<file path="src/hdl/pesev_pkg.sv">
`timescale 1ns / 1ps

package pesev_pkg;

  // Sizes
  localparam int StackDepth = 32;
  localparam int AddrW      = $clog2(StackDepth);
  localparam int SpW        = $clog2(StackDepth + 1);
  localparam int DataW      = 32;
  localparam int FracW      = 16;
  localparam int OpW        = 3;
  localparam int ErrW       = 3;

  // Token kinds
  localparam logic [OpW-1:0] OpPush = 3'd0;
  localparam logic [OpW-1:0] OpAdd  = 3'd1;
  localparam logic [OpW-1:0] OpSub  = 3'd2;
  localparam logic [OpW-1:0] OpMul  = 3'd3;
  localparam logic [OpW-1:0] OpDiv  = 3'd4;

  // Error codes
  localparam logic [ErrW-1:0] ErrNone  = 3'd0;
  localparam logic [ErrW-1:0] ErrDiv0  = 3'd1;
  localparam logic [ErrW-1:0] ErrUnder = 3'd2;
  localparam logic [ErrW-1:0] ErrOver  = 3'd3;
  localparam logic [ErrW-1:0] ErrSat   = 3'd4;

  // Saturation limits of Q16.16
  localparam logic [DataW-1:0] QMax = {1'b0, {(DataW-1){1'b1}}};
  localparam logic [DataW-1:0] QMin = {1'b1, {(DataW-1){1'b0}}};

  typedef enum logic [3:0] {
    StIdle,
    StDispatch,
    StPopA,
    StPopB,
    StCapB,
    StExec,
    StMulFin,
    StDivRun,
    StPushRes,
    StTopRd,
    StTopWait
  } state_e;

  // Controller to datapath
  typedef struct packed {
    logic load_tok;
    logic push_opd;
    logic pop_a;
    logic pop_b;
    logic cap_a;
    logic cap_b;
    logic exec;
    logic mul_fin;
    logic div_fin;
    logic push_res;
    logic top_rd;
    logic out_load;
  } cmd_t;

  // Datapath to controller
  typedef struct packed {
    logic [OpW-1:0] op;
    logic           last;
    logic           div_done;
    logic           out_free;
  } status_t;

endpackage

</file>
<file path="src/hdl/pesev_ram.sv">
`timescale 1ns / 1ps

module pesev_ram #(
  parameter int Width = 32,
  parameter int Depth = 32
) (
  input  logic                     clk_i,
  input  logic                     we_i,
  input  logic [$clog2(Depth)-1:0] waddr_i,
  input  logic [Width-1:0]         wdata_i,
  input  logic                     re_i,
  input  logic [$clog2(Depth)-1:0] raddr_i,
  output logic [Width-1:0]         rdata_o
);

  logic [Width-1:0] mem_q [Depth];
  logic [Width-1:0] rdata_q;

  // Write port
  always_ff @(posedge clk_i) begin
    if (we_i) begin
      mem_q[waddr_i] <= wdata_i;
    end
  end

  // Registered read, held while idle
  always_ff @(posedge clk_i) begin
    if (re_i) begin
      rdata_q <= mem_q[raddr_i];
    end
  end

  assign rdata_o = rdata_q;

endmodule

</file>
<file path="src/hdl/pesev_div.sv">
`timescale 1ns / 1ps

// Restoring divider: quotient of (dividend << FracW) / divisor, one bit per cycle.
// Valid only when the quotient fits in DataW bits.
module pesev_div (
  input  logic                         clk_i,
  input  logic                         rst_ni,
  input  logic                         start_i,
  input  logic [pesev_pkg::DataW-1:0]  dividend_i,
  input  logic [pesev_pkg::DataW-1:0]  divisor_i,
  output logic [pesev_pkg::DataW-1:0]  quotient_o,
  output logic                         done_o
);

  localparam int CntW = $clog2(pesev_pkg::DataW + 1);
  localparam int HiW  = pesev_pkg::DataW - pesev_pkg::FracW;

  logic                        busy_q, busy_d;
  logic                        done_q, done_d;
  logic [CntW-1:0]             cnt_q, cnt_d;
  logic [pesev_pkg::DataW-1:0] rem_q, rem_d;
  logic [pesev_pkg::DataW-1:0] dvd_q, dvd_d;
  logic [pesev_pkg::DataW-1:0] quo_q, quo_d;
  logic [pesev_pkg::DataW-1:0] dsr_q, dsr_d;
  logic [pesev_pkg::DataW:0]   trial;
  logic [pesev_pkg::DataW:0]   diff;
  logic                        ge;

  // One quotient bit per step
  assign trial = {rem_q, dvd_q[pesev_pkg::DataW-1]};
  assign diff  = trial - {1'b0, dsr_q};
  assign ge    = (trial >= {1'b0, dsr_q});

  always_comb begin
    busy_d = busy_q;
    done_d = 1'b0;
    cnt_d  = cnt_q;
    rem_d  = rem_q;
    dvd_d  = dvd_q;
    quo_d  = quo_q;
    dsr_d  = dsr_q;
    if (start_i) begin
      busy_d = 1'b1;
      cnt_d  = CntW'(pesev_pkg::DataW);
      rem_d  = {{pesev_pkg::FracW{1'b0}}, dividend_i[pesev_pkg::DataW-1:pesev_pkg::FracW]};
      dvd_d  = {dividend_i[HiW-1:0], {pesev_pkg::FracW{1'b0}}};
      quo_d  = '0;
      dsr_d  = divisor_i;
    end else if (busy_q) begin
      rem_d = ge ? diff[pesev_pkg::DataW-1:0] : trial[pesev_pkg::DataW-1:0];
      dvd_d = {dvd_q[pesev_pkg::DataW-2:0], 1'b0};
      quo_d = {quo_q[pesev_pkg::DataW-2:0], ge};
      cnt_d = cnt_q - 1'b1;
      if (cnt_q == CntW'(1)) begin
        busy_d = 1'b0;
        done_d = 1'b1;
      end
    end
  end

  always_ff @(posedge clk_i or negedge rst_ni) begin
    if (!rst_ni) begin
      busy_q <= 1'b0;
      done_q <= 1'b0;
      cnt_q  <= '0;
    end else begin
      busy_q <= busy_d;
      done_q <= done_d;
      cnt_q  <= cnt_d;
    end
  end

  always_ff @(posedge clk_i) begin
    rem_q <= rem_d;
    dvd_q <= dvd_d;
    quo_q <= quo_d;
    dsr_q <= dsr_d;
  end

  assign quotient_o = quo_q;
  assign done_o     = done_q;

endmodule

</file>
<file path="src/hdl/pesev_dp.sv">
`timescale 1ns / 1ps

module pesev_dp (
  input  logic                         clk_i,
  input  logic                         rst_ni,
  input  pesev_pkg::cmd_t              cmd_i,
  output pesev_pkg::status_t           status_o,
  input  logic [pesev_pkg::OpW-1:0]    op_i,
  input  logic signed [pesev_pkg::DataW-1:0] operand_i,
  input  logic                         last_i,
  output logic                         out_valid_o,
  input  logic                         out_ready_i,
  output logic signed [pesev_pkg::DataW-1:0] result_o,
  output logic [pesev_pkg::ErrW-1:0]   error_o
);

  localparam int DW = pesev_pkg::DataW;
  localparam int FW = pesev_pkg::FracW;

  // Token register
  logic [pesev_pkg::OpW-1:0] tok_op_q;
  logic                      tok_last_q;
  logic [DW-1:0]             tok_opd_q;

  // Stack control
  logic [pesev_pkg::SpW-1:0]  sp_q, sp_d, sp_m1;
  logic                       sp_empty, sp_full;
  logic                       rd_hit_q, rd_hit_d;
  logic                       we, re;
  logic [DW-1:0]              wdata, rdata;
  logic [pesev_pkg::ErrW-1:0] err_q, err_d;
  logic                       raise;
  logic [pesev_pkg::ErrW-1:0] raise_code;

  // Operands and arithmetic
  logic signed [DW-1:0]   a_q, b_q;
  logic [DW-1:0]          res_q, res_d;
  logic signed [2*DW-1:0] prod_q, prod_d;
  logic [DW:0]            sum;
  logic                   sum_ovf;
  logic                   mul_fits;
  logic [DW-1:0]          a_mag, b_mag;
  logic                   div_pre_ovf;
  logic                   dz_q, ovf_q, neg_q, asign_q;
  logic                   div_start, div_done;
  logic [DW-1:0]          quo;
  logic                   quo_big;

  // Output register
  logic                   out_valid_q;
  logic [DW-1:0]          out_res_q;
  logic [pesev_pkg::ErrW-1:0] out_err_q;
  logic                   out_free;

  assign sp_m1    = sp_q - 1'b1;
  assign sp_empty = (sp_q == '0);
  assign sp_full  = (sp_q == pesev_pkg::SpW'(pesev_pkg::StackDepth));
  assign out_free = !out_valid_q || out_ready_i;

  // Add or subtract with one extra bit
  always_comb begin
    if (tok_op_q == pesev_pkg::OpSub) begin
      sum = {a_q[DW-1], a_q} - {b_q[DW-1], b_q};
    end else begin
      sum = {a_q[DW-1], a_q} + {b_q[DW-1], b_q};
    end
  end
  assign sum_ovf = sum[DW] ^ sum[DW-1];

  // Product fits when bits above the kept window match its sign
  assign mul_fits = (prod_q[2*DW-1:DW+FW-1] == {(DW-FW+1){prod_q[2*DW-1]}});

  // Magnitudes for the divider
  assign a_mag       = a_q[DW-1] ? (~a_q + 1'b1) : a_q;
  assign b_mag       = b_q[DW-1] ? (~b_q + 1'b1) : b_q;
  assign div_pre_ovf = ({{FW{1'b0}}, a_mag} >= {b_mag, {FW{1'b0}}});
  assign div_start   = cmd_i.exec && (tok_op_q == pesev_pkg::OpDiv);
  assign quo_big     = neg_q ? (quo > pesev_pkg::QMin) : quo[DW-1];

  pesev_div u_div (
    .clk_i      (clk_i),
    .rst_ni     (rst_ni),
    .start_i    (div_start),
    .dividend_i (a_mag),
    .divisor_i  (b_mag),
    .quotient_o (quo),
    .done_o     (div_done)
  );

  pesev_ram #(
    .Width (DW),
    .Depth (pesev_pkg::StackDepth)
  ) u_stack (
    .clk_i   (clk_i),
    .we_i    (we),
    .waddr_i (sp_q[pesev_pkg::AddrW-1:0]),
    .wdata_i (wdata),
    .re_i    (re),
    .raddr_i (sp_m1[pesev_pkg::AddrW-1:0]),
    .rdata_o (rdata)
  );

  // Stack pointer, memory port and error raising
  always_comb begin
    sp_d       = sp_q;
    rd_hit_d   = rd_hit_q;
    we         = 1'b0;
    re         = 1'b0;
    wdata      = cmd_i.push_opd ? tok_opd_q : res_q;
    raise      = 1'b0;
    raise_code = pesev_pkg::ErrNone;
    if (cmd_i.push_opd || cmd_i.push_res) begin
      if (sp_full) begin
        raise      = 1'b1;
        raise_code = pesev_pkg::ErrOver;
      end else begin
        we   = 1'b1;
        sp_d = sp_q + 1'b1;
      end
    end
    if (cmd_i.pop_a || cmd_i.pop_b || cmd_i.top_rd) begin
      rd_hit_d = !sp_empty;
      if (sp_empty) begin
        raise      = 1'b1;
        raise_code = pesev_pkg::ErrUnder;
      end else begin
        re = 1'b1;
        if (!cmd_i.top_rd) begin
          sp_d = sp_m1;
        end
      end
    end
    if (cmd_i.exec && (tok_op_q == pesev_pkg::OpAdd || tok_op_q == pesev_pkg::OpSub)
        && sum_ovf) begin
      raise      = 1'b1;
      raise_code = pesev_pkg::ErrSat;
    end
    if (cmd_i.mul_fin && !mul_fits) begin
      raise      = 1'b1;
      raise_code = pesev_pkg::ErrSat;
    end
    if (cmd_i.div_fin) begin
      if (dz_q) begin
        raise      = 1'b1;
        raise_code = pesev_pkg::ErrDiv0;
      end else if (ovf_q || quo_big) begin
        raise      = 1'b1;
        raise_code = pesev_pkg::ErrSat;
      end
    end
    if (cmd_i.out_load) begin
      sp_d = '0;
    end
  end

  // Keep only the first error of an expression
  always_comb begin
    err_d = err_q;
    if (cmd_i.out_load) begin
      err_d = pesev_pkg::ErrNone;
    end else if (raise && err_q == pesev_pkg::ErrNone) begin
      err_d = raise_code;
    end
  end

  // Operation result
  always_comb begin
    res_d  = res_q;
    prod_d = prod_q;
    if (cmd_i.exec) begin
      if (tok_op_q == pesev_pkg::OpMul) begin
        prod_d = a_q * b_q;
      end else if (sum_ovf) begin
        res_d = sum[DW] ? pesev_pkg::QMin : pesev_pkg::QMax;
      end else begin
        res_d = sum[DW-1:0];
      end
    end
    if (cmd_i.mul_fin) begin
      if (mul_fits) begin
        res_d = prod_q[DW+FW-1:FW];
      end else begin
        res_d = prod_q[2*DW-1] ? pesev_pkg::QMin : pesev_pkg::QMax;
      end
    end
    if (cmd_i.div_fin) begin
      if (dz_q) begin
        res_d = asign_q ? pesev_pkg::QMin : pesev_pkg::QMax;
      end else if (ovf_q || quo_big) begin
        res_d = neg_q ? pesev_pkg::QMin : pesev_pkg::QMax;
      end else begin
        res_d = neg_q ? (~quo + 1'b1) : quo;
      end
    end
  end

  // Control registers
  always_ff @(posedge clk_i or negedge rst_ni) begin
    if (!rst_ni) begin
      sp_q        <= '0;
      err_q       <= pesev_pkg::ErrNone;
      rd_hit_q    <= 1'b0;
      out_valid_q <= 1'b0;
    end else begin
      sp_q     <= sp_d;
      err_q    <= err_d;
      rd_hit_q <= rd_hit_d;
      if (cmd_i.out_load) begin
        out_valid_q <= 1'b1;
      end else if (out_ready_i) begin
        out_valid_q <= 1'b0;
      end
    end
  end

  // Payload registers
  always_ff @(posedge clk_i) begin
    if (cmd_i.load_tok) begin
      tok_op_q   <= op_i;
      tok_opd_q  <= operand_i;
      tok_last_q <= last_i;
    end
    if (cmd_i.cap_a) begin
      a_q <= rd_hit_q ? rdata : '0;
    end
    if (cmd_i.cap_b) begin
      b_q <= rd_hit_q ? rdata : '0;
    end
    if (div_start) begin
      dz_q    <= (b_q == '0);
      ovf_q   <= div_pre_ovf;
      neg_q   <= a_q[DW-1] ^ b_q[DW-1];
      asign_q <= a_q[DW-1];
    end
    res_q  <= res_d;
    prod_q <= prod_d;
    if (cmd_i.out_load) begin
      out_res_q <= rd_hit_q ? rdata : '0;
      out_err_q <= err_q;
    end
  end

  assign status_o.op       = tok_op_q;
  assign status_o.last     = tok_last_q;
  assign status_o.div_done = div_done;
  assign status_o.out_free = out_free;

  assign out_valid_o = out_valid_q;
  assign result_o    = out_res_q;
  assign error_o     = out_err_q;

endmodule

</file>
<file path="src/hdl/pesev_ctrl.sv">
`timescale 1ns / 1ps

module pesev_ctrl (
  input  logic               clk_i,
  input  logic               rst_ni,
  input  logic               in_valid_i,
  output logic               in_ready_o,
  input  pesev_pkg::status_t status_i,
  output pesev_pkg::cmd_t    cmd_o
);

  pesev_pkg::state_e state_q, state_d;
  logic              is_arith;
  pesev_pkg::state_e after_tok;

  assign is_arith  = (status_i.op == pesev_pkg::OpAdd) || (status_i.op == pesev_pkg::OpSub)
                  || (status_i.op == pesev_pkg::OpMul) || (status_i.op == pesev_pkg::OpDiv);
  assign after_tok = status_i.last ? pesev_pkg::StTopRd : pesev_pkg::StIdle;

  always_ff @(posedge clk_i or negedge rst_ni) begin
    if (!rst_ni) begin
      state_q <= pesev_pkg::StIdle;
    end else begin
      state_q <= state_d;
    end
  end

  // Sequence one token at a time
  always_comb begin
    state_d    = state_q;
    cmd_o      = '0;
    in_ready_o = 1'b0;
    case (state_q)
      pesev_pkg::StIdle: begin
        in_ready_o = 1'b1;
        if (in_valid_i) begin
          cmd_o.load_tok = 1'b1;
          state_d        = pesev_pkg::StDispatch;
        end
      end
      pesev_pkg::StDispatch: begin
        if (status_i.op == pesev_pkg::OpPush) begin
          cmd_o.push_opd = 1'b1;
          state_d        = after_tok;
        end else if (is_arith) begin
          state_d = pesev_pkg::StPopA;
        end else begin
          state_d = after_tok;
        end
      end
      pesev_pkg::StPopA: begin
        cmd_o.pop_a = 1'b1;
        state_d     = pesev_pkg::StPopB;
      end
      pesev_pkg::StPopB: begin
        cmd_o.cap_a = 1'b1;
        cmd_o.pop_b = 1'b1;
        state_d     = pesev_pkg::StCapB;
      end
      pesev_pkg::StCapB: begin
        cmd_o.cap_b = 1'b1;
        state_d     = pesev_pkg::StExec;
      end
      pesev_pkg::StExec: begin
        cmd_o.exec = 1'b1;
        if (status_i.op == pesev_pkg::OpMul) begin
          state_d = pesev_pkg::StMulFin;
        end else if (status_i.op == pesev_pkg::OpDiv) begin
          state_d = pesev_pkg::StDivRun;
        end else begin
          state_d = pesev_pkg::StPushRes;
        end
      end
      pesev_pkg::StMulFin: begin
        cmd_o.mul_fin = 1'b1;
        state_d       = pesev_pkg::StPushRes;
      end
      pesev_pkg::StDivRun: begin
        if (status_i.div_done) begin
          cmd_o.div_fin = 1'b1;
          state_d       = pesev_pkg::StPushRes;
        end
      end
      pesev_pkg::StPushRes: begin
        cmd_o.push_res = 1'b1;
        state_d        = after_tok;
      end
      pesev_pkg::StTopRd: begin
        cmd_o.top_rd = 1'b1;
        state_d      = pesev_pkg::StTopWait;
      end
      pesev_pkg::StTopWait: begin
        // Hold until the output register can take the beat
        if (status_i.out_free) begin
          cmd_o.out_load = 1'b1;
          state_d        = pesev_pkg::StIdle;
        end
      end
      default: begin
        state_d = pesev_pkg::StIdle;
      end
    endcase
  end

endmodule

</file>
<file path="src/hdl/prefix_expression_stack_evaluator_core.sv">
`timescale 1ns / 1ps

// Channel  Direction  Handshake              Beat
// in       input      in_valid_i/in_ready_o  op_i, operand_i, last_i
// out      output     out_valid_o/out_ready_i result_o, error_o
//
// Divides run on the one-bit-per-cycle restoring divider (32 steps). A last token
// adds a top-of-stack read and a wait until the output register is free.
// Reset empties the stack and clears the error; stack memory itself is not cleared.
// A result beat waits in the output register; the next token is still accepted,
// and only a following last token stalls until that beat is taken.
module prefix_expression_stack_evaluator_core (
  input  logic                               clk_i,
  input  logic                               rst_ni,
  input  logic                               in_valid_i,
  output logic                               in_ready_o,
  input  logic [pesev_pkg::OpW-1:0]          op_i,
  input  logic signed [pesev_pkg::DataW-1:0] operand_i,
  input  logic                               last_i,
  output logic                               out_valid_o,
  input  logic                               out_ready_i,
  output logic signed [pesev_pkg::DataW-1:0] result_o,
  output logic [pesev_pkg::ErrW-1:0]         error_o
);

  pesev_pkg::cmd_t    cmd;
  pesev_pkg::status_t status;

  pesev_ctrl u_ctrl (
    .clk_i      (clk_i),
    .rst_ni     (rst_ni),
    .in_valid_i (in_valid_i),
    .in_ready_o (in_ready_o),
    .status_i   (status),
    .cmd_o      (cmd)
  );

  pesev_dp u_dp (
    .clk_i       (clk_i),
    .rst_ni      (rst_ni),
    .cmd_i       (cmd),
    .status_o    (status),
    .op_i        (op_i),
    .operand_i   (operand_i),
    .last_i      (last_i),
    .out_valid_o (out_valid_o),
    .out_ready_i (out_ready_i),
    .result_o    (result_o),
    .error_o     (error_o)
  );

endmodule

</file>
<file path="config.mk">
export PLATFORM = sky130hd
export DESIGN_NAME = prefix_expression_stack_evaluator_core
export DESIGN_NICKNAME = d
export VERILOG_FILES = /design/src/hdl/pesev_pkg.sv /design/src/hdl/pesev_ram.sv /design/src/hdl/pesev_div.sv /design/src/hdl/pesev_dp.sv /design/src/hdl/pesev_ctrl.sv /design/src/hdl/prefix_expression_stack_evaluator_core.sv
export SDC_FILE = /design/constraint.sdc
export NUM_CORES = 2
export LEC_CHECK = 0
export BUFFER_PORTS_ARGS = -buffer_cell sky130_fd_sc_hd__buf_4
export CORE_MARGIN = 2
export CORE_UTILIZATION = 65
export CTS_BUF_LIST = sky130_fd_sc_hd__clkbuf_4 sky130_fd_sc_hd__clkbuf_8
export CTS_CLUSTER_DIAMETER = 50
export DETAILED_ROUTE_END_ITERATION = 10
export GPL_ROUTABILITY_DRIVEN = 0
export PLACE_DENSITY_LB_ADDON = 0.15
export SLEW_MARGIN = 20
export SYNTH_ARGS = -nofsm -noshare
export SYNTH_HDL_FRONTEND = slang
export SYNTH_HIERARCHICAL = 1
export SYNTH_SLANG_ARGS = --single-unit
export TNS_END_PERCENT = 20
</file>
<file path="constraint.sdc">
create_clock -name clk_i -period 15.1 [get_ports clk_i]
set_input_delay 3.02 -clock clk_i [delete_from_list [all_inputs] [get_ports clk_i]]
set_output_delay 3.02 -clock clk_i [all_outputs]
set_load 0.01 [all_outputs]
</file>
==> metrics.md <==
| Metric | Value |
|---|---|
| Crit path max fanout | `55` |
| Most common cell in the netlist | `edfxtp_1` |
| Vias in the first global route | `66.64k` |
| Synth top cells by count | `edfxtp_1, inv_1, fa_1` |
| CP max stage cell | `fa_1` |
| Number of max-cap violations | `0` |
| Fraction of layout cells with a size suffix above 1 | `8.707%` |
| Syn_nets | `9,581` |
| Met2 WL | `120.5 mm` |
| Relative slew slack | `23.17%` |
| Final Hold Fails | `0` |
| Setup violations, final | `0` |
| Initial antenna violation count | `15` |
| Detailed-placement wirelength estimate | `174.7 mm` |
| DIE AREA | `0.1531 mm2` |
| Worst path bufs/invs | `2` |
| Max Clock Skew | `0.06254 ns` |
| Final ANT Viol Nets | `0` |
| DR top layer | `met5` |
| Worst Path Arrival | `10.29 ns` |
| Crit path max-delay family | `adder cells` |
| Hold WC Path Type | `flip-flop to flip-flop` |
| Synthesized area per cell | `11.91 um2` |
| Critical path's largest stage delay | `1.01 ns` |
| Setup total negative slack | `0 ns` |
| H-tree levels | `4` |
| Largest net degree at the start of global routing | `128` |
| DR iter-0 viols | `7,160` |
| PortBufs | `76` |
| Layout area overhead | `7.254%` |
| Worst Max-Slew Pin Slew | `1.152 ns` |
| Post-Syn Area | `0.09751 mm2` |
| First-pass GRT wire length | `403.6 mm` |
| CTS root buffer | `clkbuf_8` |
| TritonCTS Sinks | `1,410` |
| Clock buffer count from CTS | `227` |
| TritonRoute pass-1 iters | `8` |
| Tot GR Track Use | `35.62%` |
| Metal3 WL | `28.74 mm` |
| Worst skew pair latency | `0.99 ns` |
| Compound-cell area share of the yosys netlist | `6.465%` |
| Core region area | `0.1494 mm2` |
| Vias per cell | `6.232` |
| Flops & latches, synth | `1,410` |
| Main combinational cell family by area after synthesis | `adder cells` |
| Layout Nets | `9,547` |
| Starting density of the core | `65.26%` |
| Gr ovfl total | `0` |
| Simple-Gate Fraction of Synth Area | `10.41%` |
| Tmin final | `9.589 ns` |
| Setup ws final | `5.511 ns` |
| Share of the synthesized area in the top cell type | `41.24%` |
| Proportion of synthesized area in mux cells | `6.354%` |
| Maximum clock path buffer count | `3` |
| Total number of vias | `64.67k` |
| Top cells by area, synth | `edfxtp_1, fa_1, mux2i_1` |
| TritonCTS clock tree | `done` |
| Post-synth EDFFs | `1,339` |
| Crit path cell chain | `buf_4 -> nand2_1 -> inv_1 -> fa_1 -> fa_1 -> fa_1 -> fa_1 -> fa_1 -> fa_1 -> fa_1 -> fa_1 -> ha_1 -> and4_1 -> a221oi_1 -> o21ai_0 -> a2111o_1 -> o21ai_0 -> o21ai_0 -> a21oi_1 -> o21ai_0 -> xor2_1` |
| RSZ-0062 raised after global routing | `no` |
| Main flop type after synthesis | `edfxtp_1` |
| Largest area contributor in the synthesized netlist | `edfxtp_1` |
| Asr flop ratio synth | `1.631%` |
| Max Fclk | `104.3 MHz` |
| WS Path Type | `flip-flop to flip-flop` |
| Post-CTS Setup Bufs | `0` |
| DRC Markers | `0` |
| Die Height | `391.3 um` |
| Slew Viols, Final | `0` |
| Cts hold-fix bufs | `0` |
| PostCTS Resize Cnt | `0` |
| Io pins | `77` |
| Sequential-to-total area share from yosys stat | `42.81%` |
| Worst setup EP type | `flip-flop` |
| Final WL | `266.0 mm` |
| Setup crit start kind | `flip-flop` |
| Xor/xnor share of the synthesized area | `1.877%` |
| Num rows | `142` |
| Most Frequent Cell on Critical Path | `fa_1` |
| DIE WIDTH | `391.3 um` |
| Wl on met1 | `102.2 mm` |
| Dpl ws | `5.686 ns` |
| Wire length per cell | `25.64 um` |
| Adder-cell share of the synthesized area | `25.70%` |
| Mapped Cells | `8,188` |
| Critical Path RT | `15.80 ns` |
| Clock slew at reported path FFs | `0.06 ns` |
| Period utilization | `63.50%` |
| Status | `finished, final reports clean` |
| YS warnings | `6` |
| Synth cell types | `92` |
-- stage by stage --
step	std cells	util, %	cell area, um2	hold WS (ns)
CTS	10366	69.97	104600	0.4895
global route	10370	69.98	104600	0.4967
floorplan	8188	-	97510	0.4491
finish	10377	69.99	104600	0.4859
global placement	9941	66.84	99870	0.4696
detailed placement	9941	66.84	99870	0.4741
-- placed cells by master (no fill, tap or decap), types with 22 or more instances in the layout --
cell / instances
a21o_1: 60
a22oi_1: 98
clkinv_2: 28
clkinv_1: 63
xnor2_1: 131
clkbuf_4: 72
clkbuf_8: 231
nor2_4: 33
nand3_1: 153
dfxtp_1: 48
or3_1: 22
o31ai_1: 41
o21ai_0: 132
nand2b_1: 35
inv_1: 1086
nand2_1: 759
nand4_1: 24
nor3_1: 101
nor2_1: 243
mux2i_1: 556
edfxtp_1: 1339
xor2_1: 78
mux2_2: 56
ha_1: 270
and2_1: 554
a22o_1: 64
a31oi_1: 54
a211oi_1: 35
a21oi_1: 322
fa_1: 1083
buf_4: 209
o21a_1: 24
-- flip-flops by register name, summed over array words and instances (netlist names), 3 cells and up --
name,cells
u_dp/u_div/cnt_q,6
u_dp/tok_opd_q,32
u_dp/u_div/rem_q,32
u_dp/prod_q,48
u_dp/result_o,32
u_dp/sp_q,6
u_dp/u_stack/rdata_o,32
u_dp/u_div/dvd_q,16
u_dp/u_div/quotient_o,32
u_dp/b_q,32
u_dp/u_div/dsr_q,32
u_dp/res_q,32
u_dp/err_q,3
u_dp/a_q,32
u_dp/tok_op_q,3
u_ctrl/state_q,4
u_dp/u_stack/mem_q,1024
u_dp/error_o,3
-- final cells by class --
cell class	count	area, um2
multi-input cells	5211	49850
fillers	10568	44840
flip-flops and latches	1410	41750
inverters	1091	4103
clock buffers	303	3720
well taps	2016	2522
repair buffers	213	1649
clock inverters	122	959.7
diodes	11	27.53
-- path summary, 6_finish.rpt --
check                               from               to  slack (ns)  cells past startpoint
hold / removal             u_dp/err_q[0]  u_dp/error_o[0]        0.49                      0
setup / recovery            u_dp/a_q[31]  u_dp/prod_q[55]        5.51                     21
hold reg to reg            u_dp/err_q[0]  u_dp/error_o[0]        0.49                      0
setup reg to reg            u_dp/a_q[31]  u_dp/prod_q[55]        5.51                     21
max in group asynchronous         rst_ni    u_dp/rd_hit_q       12.74                      1
min in group asynchronous         rst_ni    u_dp/err_q[2]        2.00                      1
-- routing by layer --
metal  vias to the layer above  track usage, %
met1                     32705           49.25
met3                       751           7.841
met4                        12           17.40
met5                         -               0
li1                      27423               -
met2                      3783           54.02
-- kinds of logic (layout without fill, tap and decap cells) --
group | after synthesis | count (layout)
compound gates | 973 | 973
xor+xnor | 209 | 209
fa+ha+maj | 1353 | 1353
buf+inv | 1567 | 1729
flops | 1410 | 1410
mux | 612 | 612
other cells | 0 | 11
simple gates | 2064 | 2064
Power is left out: the tool's default activity adds up to more than one toggle a clock period on the data nets, which glitch-free logic cannot reach.
